--- config.mk ---
export PLATFORM = sky130hd
export DESIGN_NAME = link_failover_retry_sequencer
export DESIGN_NICKNAME = d
export VERILOG_FILES = /design/src/rtl/lfrs_pkg.sv /design/src/rtl/lfrs_cfg.sv /design/src/rtl/lfrs_core.sv /design/src/rtl/link_failover_retry_sequencer.sv
export SDC_FILE = /design/constraint.sdc
export NUM_CORES = 1
export LEC_CHECK = 0
export ABC_AREA = 1
export ABC_CLOCK_PERIOD_IN_PS = 8100
export BUFFER_PORTS_ARGS = -buffer_cell sky130_fd_sc_hd__buf_2
export CAP_MARGIN = 20
export CORE_AREA = 2 2 172 174
export CTS_BUF_LIST = sky130_fd_sc_hd__clkbuf_4
export DETAILED_ROUTE_END_ITERATION = 8
export DIE_AREA = 0 0 174 176
export PLACE_DENSITY = 0.72
export SETUP_SLACK_MARGIN = 0.4
export SKIP_CTS_REPAIR_TIMING = 1
export SLEW_MARGIN = 20
export SYNTH_ARGS = -nofsm -noshare
export SYNTH_HDL_FRONTEND = slang
export SYNTH_SLANG_ARGS = --single-unit
--- constraint.sdc ---
create_clock -name clk -period 8.1 [get_ports clk]
set_input_delay 0 -clock clk [delete_from_list [all_inputs] [get_ports clk]]
set_output_delay 0 -clock clk [all_outputs]
set_load 0.05 [all_outputs]
--- src/rtl/lfrs_pkg.sv ---
`timescale 1ns / 1ps
`default_nettype none
// ----------------------------------------------------------------------------
// lfrs_pkg
// Shared types and codes for the link failover retry sequencer: item
// structs, configuration bundle, mode, command and status codes.
// ----------------------------------------------------------------------------
package lfrs_pkg;

  localparam int TimeW   = 32;
  localparam int StatusW = 8;
  localparam int CmdW    = 2;
  localparam int ModeW   = 3;
  localparam int CfgIdxW = 3;

  // Configuration register indexes
  localparam logic [CfgIdxW-1:0] REG_PRIMARY_PRESENT   = 3'd0;
  localparam logic [CfgIdxW-1:0] REG_SECONDARY_PRESENT = 3'd1;
  localparam logic [CfgIdxW-1:0] REG_RESTART_DELAY     = 3'd2;
  localparam logic [CfgIdxW-1:0] REG_RECHECK_DELAY     = 3'd3;
  localparam logic [CfgIdxW-1:0] REG_ATTEMPT_WINDOW    = 3'd4;
  localparam logic [CfgIdxW-1:0] REG_POLL_INTERVAL     = 3'd5;

  // Configuration reset values
  localparam logic [TimeW-1:0] RESTART_DELAY_RST  = 32'd20000;
  localparam logic [TimeW-1:0] RECHECK_DELAY_RST  = 32'd30000;
  localparam logic [TimeW-1:0] ATTEMPT_WINDOW_RST = 32'd20000;
  localparam logic [TimeW-1:0] POLL_INTERVAL_RST  = 32'd2000;

  // Connection modes
  localparam logic [ModeW-1:0] MODE_IDLE     = 3'd0;
  localparam logic [ModeW-1:0] MODE_TRY_PRI  = 3'd1;
  localparam logic [ModeW-1:0] MODE_TRY_SEC  = 3'd2;
  localparam logic [ModeW-1:0] MODE_CONN_PRI = 3'd3;
  localparam logic [ModeW-1:0] MODE_CONN_SEC = 3'd4;

  // Connect commands
  localparam logic [CmdW-1:0] CMD_NONE    = 2'd0;
  localparam logic [CmdW-1:0] CMD_PRIMARY = 2'd1;
  localparam logic [CmdW-1:0] CMD_SECOND  = 2'd2;

  // Radio status codes
  localparam logic [StatusW-1:0] STATUS_CONNECTED    = 8'd3;
  localparam logic [StatusW-1:0] STATUS_DISCONNECTED = 8'd6;

  typedef struct packed {
    logic [TimeW-1:0]   now_time;
    logic [StatusW-1:0] link_status;
  } in_item_t;

  typedef struct packed {
    logic [CmdW-1:0]  command;
    logic [ModeW-1:0] conn_state;
  } out_item_t;

  typedef struct packed {
    logic             primary_present;
    logic             secondary_present;
    logic [TimeW-1:0] restart_delay;
    logic [TimeW-1:0] recheck_delay;
    logic [TimeW-1:0] attempt_window;
    logic [TimeW-1:0] poll_interval;
  } cfg_t;

endpackage
`default_nettype wire

--- src/rtl/lfrs_cfg.sv ---
`timescale 1ns / 1ps
`default_nettype none
// ----------------------------------------------------------------------------
// lfrs_cfg
// Configuration register file: decodes the write port into the six
// sequencer settings and presents them as one bundle.
// ----------------------------------------------------------------------------
module lfrs_cfg (
  input  wire logic                       clk,
  input  wire logic                       rst,
  input  wire logic                       cfg_write,
  input  wire logic [lfrs_pkg::CfgIdxW-1:0] cfg_index,
  input  wire logic [lfrs_pkg::TimeW-1:0] cfg_data,
  output lfrs_pkg::cfg_t                  cfg
);
  import lfrs_pkg::*;

  // Load the addressed register; unknown indexes are dropped
  always_ff @(posedge clk) begin
    if (rst) begin
      cfg.primary_present   <= 1'b0;
      cfg.secondary_present <= 1'b0;
      cfg.restart_delay     <= RESTART_DELAY_RST;
      cfg.recheck_delay     <= RECHECK_DELAY_RST;
      cfg.attempt_window    <= ATTEMPT_WINDOW_RST;
      cfg.poll_interval     <= POLL_INTERVAL_RST;
    end else if (cfg_write) begin
      case (cfg_index)
        REG_PRIMARY_PRESENT:   cfg.primary_present   <= cfg_data[0];
        REG_SECONDARY_PRESENT: cfg.secondary_present <= cfg_data[0];
        REG_RESTART_DELAY:     cfg.restart_delay     <= cfg_data;
        REG_RECHECK_DELAY:     cfg.recheck_delay     <= cfg_data;
        REG_ATTEMPT_WINDOW:    cfg.attempt_window    <= cfg_data;
        REG_POLL_INTERVAL:     cfg.poll_interval     <= cfg_data;
        default: ;
      endcase
    end
  end

endmodule
`default_nettype wire

--- src/rtl/lfrs_core.sv ---
`timescale 1ns / 1ps
`default_nettype none
// ----------------------------------------------------------------------------
// lfrs_core
// Sequencer state (mode, deadline, attempt start) and the combinational
// step logic that turns one tick into a command and the new mode.
// ----------------------------------------------------------------------------
module lfrs_core (
  input  wire logic                clk,
  input  wire logic                rst,
  input  wire lfrs_pkg::cfg_t      cfg,
  input  wire logic                step,
  input  wire lfrs_pkg::in_item_t  item,
  output lfrs_pkg::out_item_t      result
);
  import lfrs_pkg::*;

  logic [ModeW-1:0] mode;
  logic [TimeW-1:0] deadline;
  logic [TimeW-1:0] attempt_start;

  logic [ModeW-1:0] mode_next;
  logic [TimeW-1:0] deadline_next;
  logic             deadline_load;
  logic             start_load;
  logic [TimeW-1:0] delay;
  logic [CmdW-1:0]  cmd;
  logic             due;
  logic             in_window;
  logic             is_conn;
  logic             is_disc;
  logic             do_start;
  logic             start_sec;
  logic             present;
  logic [TimeW-1:0] elapsed;

  assign due       = (item.now_time >= deadline);
  assign elapsed   = item.now_time - attempt_start;
  assign in_window = (elapsed < cfg.attempt_window);
  assign is_conn   = (item.link_status == STATUS_CONNECTED);
  assign is_disc   = (item.link_status == STATUS_DISCONNECTED);

  // Decide the next mode, the delay to arm and the command
  always_comb begin
    mode_next     = mode;
    deadline_load = 1'b0;
    start_load    = 1'b0;
    delay         = cfg.poll_interval;
    cmd           = CMD_NONE;
    do_start      = 1'b0;
    start_sec     = 1'b0;
    present       = 1'b0;
    if (due) begin
      case (mode)
        MODE_IDLE: begin
          do_start = 1'b1;
        end
        MODE_TRY_PRI, MODE_TRY_SEC: begin
          deadline_load = 1'b1;
          if (is_conn) begin
            mode_next = (mode == MODE_TRY_SEC) ? MODE_CONN_SEC : MODE_CONN_PRI;
            delay     = cfg.recheck_delay;
          end else if (is_disc && in_window) begin
            delay = cfg.poll_interval;
          end else if (mode == MODE_TRY_PRI) begin
            do_start  = 1'b1;
            start_sec = 1'b1;
          end else begin
            mode_next = MODE_IDLE;
            delay     = cfg.restart_delay;
          end
        end
        MODE_CONN_PRI, MODE_CONN_SEC: begin
          if (!is_conn) begin
            // Link lost: drop to idle, keep the deadline
            mode_next = MODE_IDLE;
          end else if (mode == MODE_CONN_SEC) begin
            do_start = 1'b1;
          end else begin
            deadline_load = 1'b1;
            delay         = cfg.recheck_delay;
          end
        end
        default: ;
      endcase

      // Start an attempt, or fall to the restart wait with no network
      present = start_sec ? cfg.secondary_present : cfg.primary_present;
      if (do_start) begin
        deadline_load = 1'b1;
        if (present) begin
          mode_next  = start_sec ? MODE_TRY_SEC : MODE_TRY_PRI;
          start_load = 1'b1;
          delay      = cfg.poll_interval;
          cmd        = start_sec ? CMD_SECOND : CMD_PRIMARY;
        end else begin
          mode_next = MODE_IDLE;
          delay     = cfg.restart_delay;
        end
      end
    end
  end

  assign deadline_next     = item.now_time + delay;
  assign result.command    = cmd;
  assign result.conn_state = mode_next;

  // Advance the state on each processed item
  always_ff @(posedge clk) begin
    if (rst) begin
      mode          <= MODE_IDLE;
      deadline      <= '0;
      attempt_start <= '0;
    end else if (step) begin
      mode <= mode_next;
      if (deadline_load) begin
        deadline <= deadline_next;
      end
      if (start_load) begin
        attempt_start <= item.now_time;
      end
    end
  end

endmodule
`default_nettype wire

--- src/rtl/link_failover_retry_sequencer.sv ---
`timescale 1ns / 1ps
`default_nettype none
// ----------------------------------------------------------------------------
// link_failover_retry_sequencer
// Primary/secondary link failover sequencer: one tick in, one command and
// connection state out.
//
//   Channel | Direction | Handshake            | Payload
//   --------+-----------+----------------------+-----------------------------
//   in      | input     | in_valid / in_ready  | in_item (now_time, status)
//   out     | output    | out_valid / out_ready| out_item (command, state)
//   cfg     | input     | cfg_write            | cfg_index, cfg_data
//
// An item is captured in the input register, stepped through the sequencer
// logic and lands in the result register; one item per cycle is sustained
// while out_ready is high.
// Reset is synchronous and returns the mode to idle with a zero deadline.
// When the result register is held by out_ready low, the input register
// holds too and in_ready drops once it is full.
// ----------------------------------------------------------------------------
module link_failover_retry_sequencer (
  input  wire logic                         clk,
  input  wire logic                         rst,
  input  wire logic                         in_valid,
  output logic                              in_ready,
  input  wire lfrs_pkg::in_item_t           in_item,
  output logic                              out_valid,
  input  wire logic                         out_ready,
  output lfrs_pkg::out_item_t               out_item,
  input  wire logic                         cfg_write,
  input  wire logic [lfrs_pkg::CfgIdxW-1:0] cfg_index,
  input  wire logic [lfrs_pkg::TimeW-1:0]   cfg_data
);
  import lfrs_pkg::*;

  cfg_t      cfg;
  in_item_t  hold_item;
  logic      hold_valid;
  out_item_t step_result;
  logic      out_free;
  logic      advance;

  lfrs_cfg u_cfg (
    .clk       (clk),
    .rst       (rst),
    .cfg_write (cfg_write),
    .cfg_index (cfg_index),
    .cfg_data  (cfg_data),
    .cfg       (cfg)
  );

  lfrs_core u_core (
    .clk    (clk),
    .rst    (rst),
    .cfg    (cfg),
    .step   (advance),
    .item   (hold_item),
    .result (step_result)
  );

  assign out_free = !out_valid || out_ready;
  assign advance  = hold_valid && out_free;
  assign in_ready = !hold_valid || out_free;

  // Input register: capture a new item when the slot frees up
  always_ff @(posedge clk) begin
    if (rst) begin
      hold_valid <= 1'b0;
    end else if (in_ready) begin
      hold_valid <= in_valid;
    end
  end

  always_ff @(posedge clk) begin
    if (in_ready && in_valid) begin
      hold_item <= in_item;
    end
  end

  // Result register: load on advance, drop once taken
  always_ff @(posedge clk) begin
    if (rst) begin
      out_valid <= 1'b0;
    end else if (out_free) begin
      out_valid <= hold_valid;
    end
  end

  always_ff @(posedge clk) begin
    if (advance) begin
      out_item <= step_result;
    end
  end

endmodule
`default_nettype wire

==> impl_metrics.env, run 1 <==
export IMPL_status="finished, violations left"
export IMPL_violations="hold timing"
export IMPL_cts_tree="done"
export IMPL_post_route_util_pct=64.9
export IMPL_grt_pass1_wl_um=74800
export IMPL_synth_area_um2=15600
export IMPL_ys_seq_elements=244
export IMPL_track_usage_pct=30.5
export IMPL_final_nets=2527
export IMPL_final_layout_size_suffix_gt1_share_pct=12.3
export IMPL_p_total_uw=3850
export IMPL_period_share_pct=88.9
export IMPL_dieArea_um2=30600
export IMPL_rr_endpoint="u_core.deadline[14]"
export IMPL_ys_flop_type="dfxtp_1"
export IMPL_p_per_area_nw_per_um2=208
export IMPL_rrSetupSlack_ns=0.90
export IMPL_area_growth_syn_to_layout_pct=18.7
export IMPL_yosysUniqueCellTypes=55
export IMPL_num_io_pins=87
export IMPL_port_buffers=86
export IMPL_rsz0062_at_grt="false"
export IMPL_tightest_slew_ns=1.07
export IMPL_finalHoldViolCount=1
export IMPL_core_area_um2=28500
export IMPL_rows=62
export IMPL_post_place_ws_ns=0.513
export IMPL_fin_tns_setup_ns=0
export IMPL_grt_max_degree=77
export IMPL_syn_avg_cell_area_um2=7.37
export IMPL_async_reset_ff_share_pct=0
export IMPL_ys_seq_area_share_pct=34.2
export IMPL_clockBufferDepth=3
export IMPL_drv_slew=0
export IMPL_ff_latch_area_um2=5340
export IMPL_num_vias=15800
export IMPL_cp_start_kind="flop"
export IMPL_critPathMaxStageDelay_ns=0.45
export IMPL_peakVddDrop_uv=149
export IMPL_syn_num_nets=2329
export IMPL_worstHoldEndpoint="hold_item[35]"
export IMPL_die_h_um=176
export IMPL_die_w_um=174
export IMPL_relSlewSlack_pct=28.5
export IMPL_setup_worst_path_end_class="flop"
export IMPL_multi_input_comb_area_um2=8930
export IMPL_path_delay_family="compound AO/OA/AOI/OAI gates"
export IMPL_ant_nets=0
export IMPL_antenna_found_initial=1
export IMPL_nFillCells=2562
export IMPL_dr_pass1_iters=6
export IMPL_gp_congestion=1.01
export IMPL_max_freq_mhz=139
export IMPL_clock_latency_ns=0.75
export IMPL_reg2regPathDepth=45
export IMPL_cts_sink_count=244
export IMPL_worstPathRequired_ns=8.75
export IMPL_holdPathStages=2
export IMPL_grt_pass1_vias=14200
export IMPL_dp_hpwl_um=32900
export IMPL_cts_inserted_buffers=71
export IMPL_wl_per_cell_um=17.9
export IMPL_finalCriticalPeriod_ns=7.20
export IMPL_htree_num_levels=3
export IMPL_skew_ns=0.0703
export IMPL_cp_slowest_cell="fa_1"
export IMPL_synth_cells=2120
export IMPL_setup_viol=0
export IMPL_start_util_pct=54.7
export IMPL_r2r_start="hold_item[8]"
export IMPL_cp_num_buf_inv=7
export IMPL_max_cap_violations=0
export IMPL_routed_wl_um=49300
export IMPL_finalWorstSetupSlack_ns=0.900
export IMPL_leakage_uw=0.00755
export IMPL_overflow=0
export IMPL_clkTransAtPathRegs_ns=0.06
export IMPL_synth_warnings=0
export IMPL_vias_per_cell=5.73
export IMPL_crit_top_cell="nand2_1"
export IMPL_arrival_ns=7.85
export IMPL_min_path_type="in -> reg"
export IMPL_critPathMaxFanout=20
export IMPL_drc=0
export IMPL_cts_root_buf="clkbuf_4"
export IMPL_whs_ns=-0.00368
export IMPL_hp_start="in_item[35]"
export IMPL_setup_worst_path_class="reg -> reg"
export IMPL_first_iter_violations=1458
export IMPL_synth_edf_count=45
[worst max-delay path by stage]
stage	from	cells after the start	endpoint	slack [ns]
global placement	hold_item[8]	42	u_core.deadline[24]	0.67
floorplan	hold_item[8]	48	u_core.deadline[27]	2.10
CTS	hold_item[8]	45	u_core.deadline[30]	0.48
detailed placement	hold_item[8]	45	u_core.deadline[30]	0.51
global route	hold_item[8]	47	u_core.deadline[23]	0.38
finish	hold_item[8]	45	u_core.deadline[14]	0.90
[metrics by stage]
stage | cells | area [µm²]
global placement | 2502 | 16200
CTS | 2629 | 17200
finish | 2761 | 18500
detailed placement | 2502 | 16200
global route | 2761 | 18500
floorplan | 2120 | 15600
[worst reg2reg max path: cells and delay by family (launching register included)]
kind            cells  cell delay (ns)
buf+inv             7             0.73
simple gates       15             1.55
fa+ha+maj           5             1.54
xor+xnor            2             0.42
flops               1             0.41
compound gates     16             2.48
[layout make-up]
class / count / share of cell area (%)
inverter: 263 / 5.41
clock buffer: 109 / 4.41
multi-input combinational: 1508 / 48.2
tap: 384 / 2.59
timing repair buffer: 230 / 9.87
antenna: 5 / 0.0675
clock inverter: 18 / 0.688
sequential: 244 / 28.8
[synth_stat cells (5+ instances only)]
cell type | number | area (µm²)
nand2_1 | 289 | 1080
a21oi_1 | 285 | 1430
inv_1 | 243 | 912
o21ai_0 | 243 | 1220
dfxtp_1 | 199 | 3980
ha_1 | 127 | 1590
nor2_1 | 124 | 465
o21ai_1 | 107 | 536
o211ai_1 | 77 | 578
clkbuf_1 | 72 | 270
edfxtp_1 | 45 | 1350
nand3_1 | 39 | 195
a31oi_1 | 38 | 238
xor2_1 | 36 | 315
buf_2 | 25 | 125
xnor2_1 | 24 | 210
o22a_1 | 22 | 193
inv_2 | 15 | 56.3
nor3_1 | 13 | 65.1
nand4_1 | 11 | 68.8
o21a_1 | 7 | 52.6
a31o_1 | 6 | 52.6
nand2_2 | 5 | 31.3
o21bai_1 | 5 | 37.5
[layer usage]
| layer | track usage (%) | routed length [µm] | vias up |
|---|---|---|---|
| met2 | 49.3 | 22700 | 607 |
| met1 | 39.6 | 21000 | 7288 |
| li1 | - | - | 7794 |
| met4 | 17.1 | 2510 | 0 |
| met5 | 0 | 0 | - |
| met3 | 4.37 | 3110 | 140 |
[power by group]
| group | switching, µW | internal, µW | leakage [µW] | total [µW] |
|---|---|---|---|---|
| clock network | 579 | 677 | 0.000571 | 1260 |
| registers | 43.5 | 1300 | 0.00206 | 1340 |
| logic | 800 | 456 | 0.00492 | 1260 |
[cell families after synthesis]
group                      share of synthesized area [%]
AOI/OAI and AO/OA                                   29.2
and+or+nand+nor                                     13.6
buffers and inverters                               9.24
DFF                                                 34.2
adders and majority gates                           10.4
xor gates and xnor gates                            3.36
[layout by cell type (no fill, tap or decap), types with 18 or more instances in the layout]
cell type      instances
a21oi_1              282
a31oi_1               37
buf_2                 86
buf_4                 23
clkbuf_4             109
dfxtp_1              199
dlygate4sd3_1        119
edfxtp_1              45
ha_1                 127
inv_1                242
inv_2                 18
nand2_1              288
nand3_1               38
nor2_1               124
o211ai_1              77
o21ai_0              241
o21ai_1              108
o22a_1                22
xnor2_1               24
xor2_1                36
[state kept, by name (all words and copies together), names as in the netlist]
signal and flops:
out_valid 1, out_item 5, u_core.deadline 32, u_cfg.cfg 130
u_core.attempt_start 32, hold_valid 1, u_core.mode 3, hold_item 40
Note: power is estimated with default switching activity, not from simulation.
==> run 2: changes to the inputs <==
- CTS_BUF_LIST: sky130_fd_sc_hd__clkbuf_4 -> unset
- SETUP_SLACK_MARGIN: 0.4 -> 0.1
==> run 2 against run 1 <==
Effect of this change:
- the run now ends clean
- clock skew is 0.059 ns lower
- cell count is 4.3% lower
- clock power is 8% higher
- final area is 2.3% lower
- sequential share of layout area is 0.68 points higher
- hold slack better by 0.15 ns
- via count is 3.3% lower
- critical path depth is 8 lower
- utilization is 1.5 points lower
- maximum frequency is 2.8% lower
- critical endpoint is now u_core.deadline[28]
==> impl_metrics.env, run 2 (synthesis gave the netlist of run 1 again) <==
export IMPL_power_internal_uw=2560
export IMPL_routed_wl_um=47700
export IMPL_die_w_um=174
export IMPL_arrival_ns=7.83
export IMPL_leakage_uw=0.00730
export IMPL_p_sw_uw=1380
export IMPL_drc=0
export IMPL_finalHoldViolCount=0
export IMPL_dr_pass1_iters=8
export IMPL_clkTransAtPathRegs_ns=0.06
export IMPL_dieArea_um2=30600
export IMPL_clock_latency_ns=0.57
export IMPL_fin_tns_setup_ns=0
export IMPL_crit_top_cell="nand2_1"
export IMPL_setup_worst_path_end_class="flop"
export IMPL_core_area_um2=28500
export IMPL_peakVddDrop_uv=202
export IMPL_rr_endpoint="u_core.deadline[28]"
export IMPL_ant_nets=0
export IMPL_max_freq_mhz=135
export IMPL_rows=62
export IMPL_area_growth_syn_to_layout_pct=15.9
export IMPL_final_layout_size_suffix_gt1_share_pct=9.39
export IMPL_grt_max_degree=77
export IMPL_vias_per_cell=5.79
export IMPL_port_buffers=86
export IMPL_gp_congestion=1.01
export IMPL_status="finished clean"
export IMPL_num_io_pins=87
export IMPL_cts_root_buf="clkbuf_16"
export IMPL_track_usage_pct=29.9
export IMPL_final_nets=2444
export IMPL_setup_viol=0
export IMPL_period_share_pct=91.4
export IMPL_rsz0062_at_grt="true"
export IMPL_critPathMaxFanout=41
export IMPL_largest_reg_flops=130
export IMPL_start_util_pct=54.7
export IMPL_p_comb_share_pct=31.2
export IMPL_p_per_area_nw_per_um2=217
export IMPL_top_regs="u_cfg.cfg x130, hold_item x40"
export IMPL_finalCriticalPeriod_ns=7.41
export IMPL_whs_ns=0.145
export IMPL_layout_common_cells="nand2_1, a21oi_1, o21ai_0"
export IMPL_setup_worst_path_class="reg -> reg"
export IMPL_antenna_found_initial=0
export IMPL_clockBufferDepth=3
export IMPL_rrSetupSlack_ns=0.69
export IMPL_num_vias=15300
export IMPL_grt_pass1_vias=13800
export IMPL_clockPowerShare_pct=34.7
export IMPL_worstHoldEndpoint="hold_item[20]"
export IMPL_tightest_slew_ns=1.06
export IMPL_wl_per_cell_um=18.1
export IMPL_dp_hpwl_um=32900
export IMPL_hp_start="in_item[20]"
export IMPL_drv_slew=0
export IMPL_cts_sink_count=244
export IMPL_r2r_start="hold_item[13]"
export IMPL_skew_ns=0.0114
export IMPL_reg2regPathDepth=37
export IMPL_cts_tree="done"
export IMPL_max_cap_violations=0
export IMPL_holdPathStages=2
export IMPL_min_path_type="in -> reg"
export IMPL_antennaDiodeCount=0
export IMPL_cts_inserted_buffers=29
export IMPL_cp_slowest_cell="o31ai_1"
export IMPL_htree_num_levels=1
export IMPL_first_iter_violations=1384
export IMPL_relSlewSlack_pct=29.5
export IMPL_largest_register="u_cfg.cfg"
export IMPL_seq_power_share_pct=34.1
export IMPL_overflow=0
export IMPL_critPathMaxStageDelay_ns=0.51
export IMPL_cp_start_kind="flop"
export IMPL_swShare_pct=35.0
export IMPL_layout_commonest_cell="nand2_1"
export IMPL_worstPathRequired_ns=8.52
export IMPL_grt_pass1_wl_um=73800
export IMPL_die_h_um=176
## run 2: cell count changes in the layout (fill, tap and decap cells not counted), moves of 2 or more
cell / before / now
o21ai_0: 241 / 243
a21oi_1: 282 / 284
clkinv_1: 12 / 4
a21oi_2: 4 / 2
clkbuf_1: 0 / 2
inv_2: 18 / 14
clkbuf_4: 109 / 0
diode_2: 5 / 0
clkinv_2: 4 / 6
clkbuf_16: 0 / 29
clkbuf_8: 0 / 11
inv_6: 0 / 2
dlygate4sd3_1: 119 / 82
## run 2: power by group through the flow
stage	clock network (µW)	logic [µW]	registers (µW)
after floorplan	0	845	1360
after global placement	0	1150	1370
after detailed placement	0	1160	1370
after CTS	1380	1160	1340
after global routing	1430	1360	1350
final	1360	1230	1340
## run 2: worst max-delay path by stage
stage                              from             endpoint  slack [ns]  cells past startpoint
final                     hold_item[13]  u_core.deadline[28]        0.69                     37
after global routing       hold_item[8]  u_core.deadline[28]        0.08                     40
after CTS                  hold_item[8]  u_core.deadline[30]        0.47                     45
after detailed placement   hold_item[8]  u_core.deadline[30]        0.51                     45
after global placement     hold_item[8]  u_core.deadline[24]        0.67                     42
after floorplan            hold_item[8]  u_core.deadline[27]        2.10                     48
## run 2: critical path: cells and delay by family (launching register included)
family | cells | cell delay, ns
AO/OA/AOI/OAI | 12 | 2.24
XOR/XNOR | 2 | 0.37
adder cells (fa/ha/maj) | 3 | 1.03
buffers and inverters | 3 | 0.54
flip-flops | 1 | 0.49
AND/OR/NAND/NOR | 17 | 2.56
## run 2: cell type report
| class | instances | area [µm²] |
|---|---|---|
| inverters | 263 | 998 |
| flip-flops and latches | 244 | 5340 |
| repair buffers | 190 | 1420 |
| multi-input cells | 1507 | 8870 |
| well taps | 384 | 480 |
| fillers | 2582 | 10400 |
| clock inverters | 12 | 124 |
| clock buffers | 42 | 885 |
## run 2: metrics by stage
| step | total power (µW) | instance area [µm²] | worst slack [ns] | cells | util, % |
|---|---|---|---|---|---|
| final | 3930 | 18100 | 0.694 | 2642 | 63.4 |
| after global routing | 4130 | 18100 | 0.0806 | 2642 | 63.4 |
| after CTS | 3880 | 17200 | 0.466 | 2556 | 60.3 |
| after detailed placement | 2520 | 16200 | 0.513 | 2502 | 56.8 |
| after global placement | 2510 | 16200 | 0.671 | 2502 | 56.8 |
| after floorplan | 2200 | 15600 | 2.10 | 2120 | - |
## run 2: routing by layer
layer | GRT usage [%] | wire, µm
met5 | 0 | 0
met4 | 15.4 | 2480
met3 | 3.47 | 2850
met2 | 48.8 | 21700
met1 | 39.3 | 20700
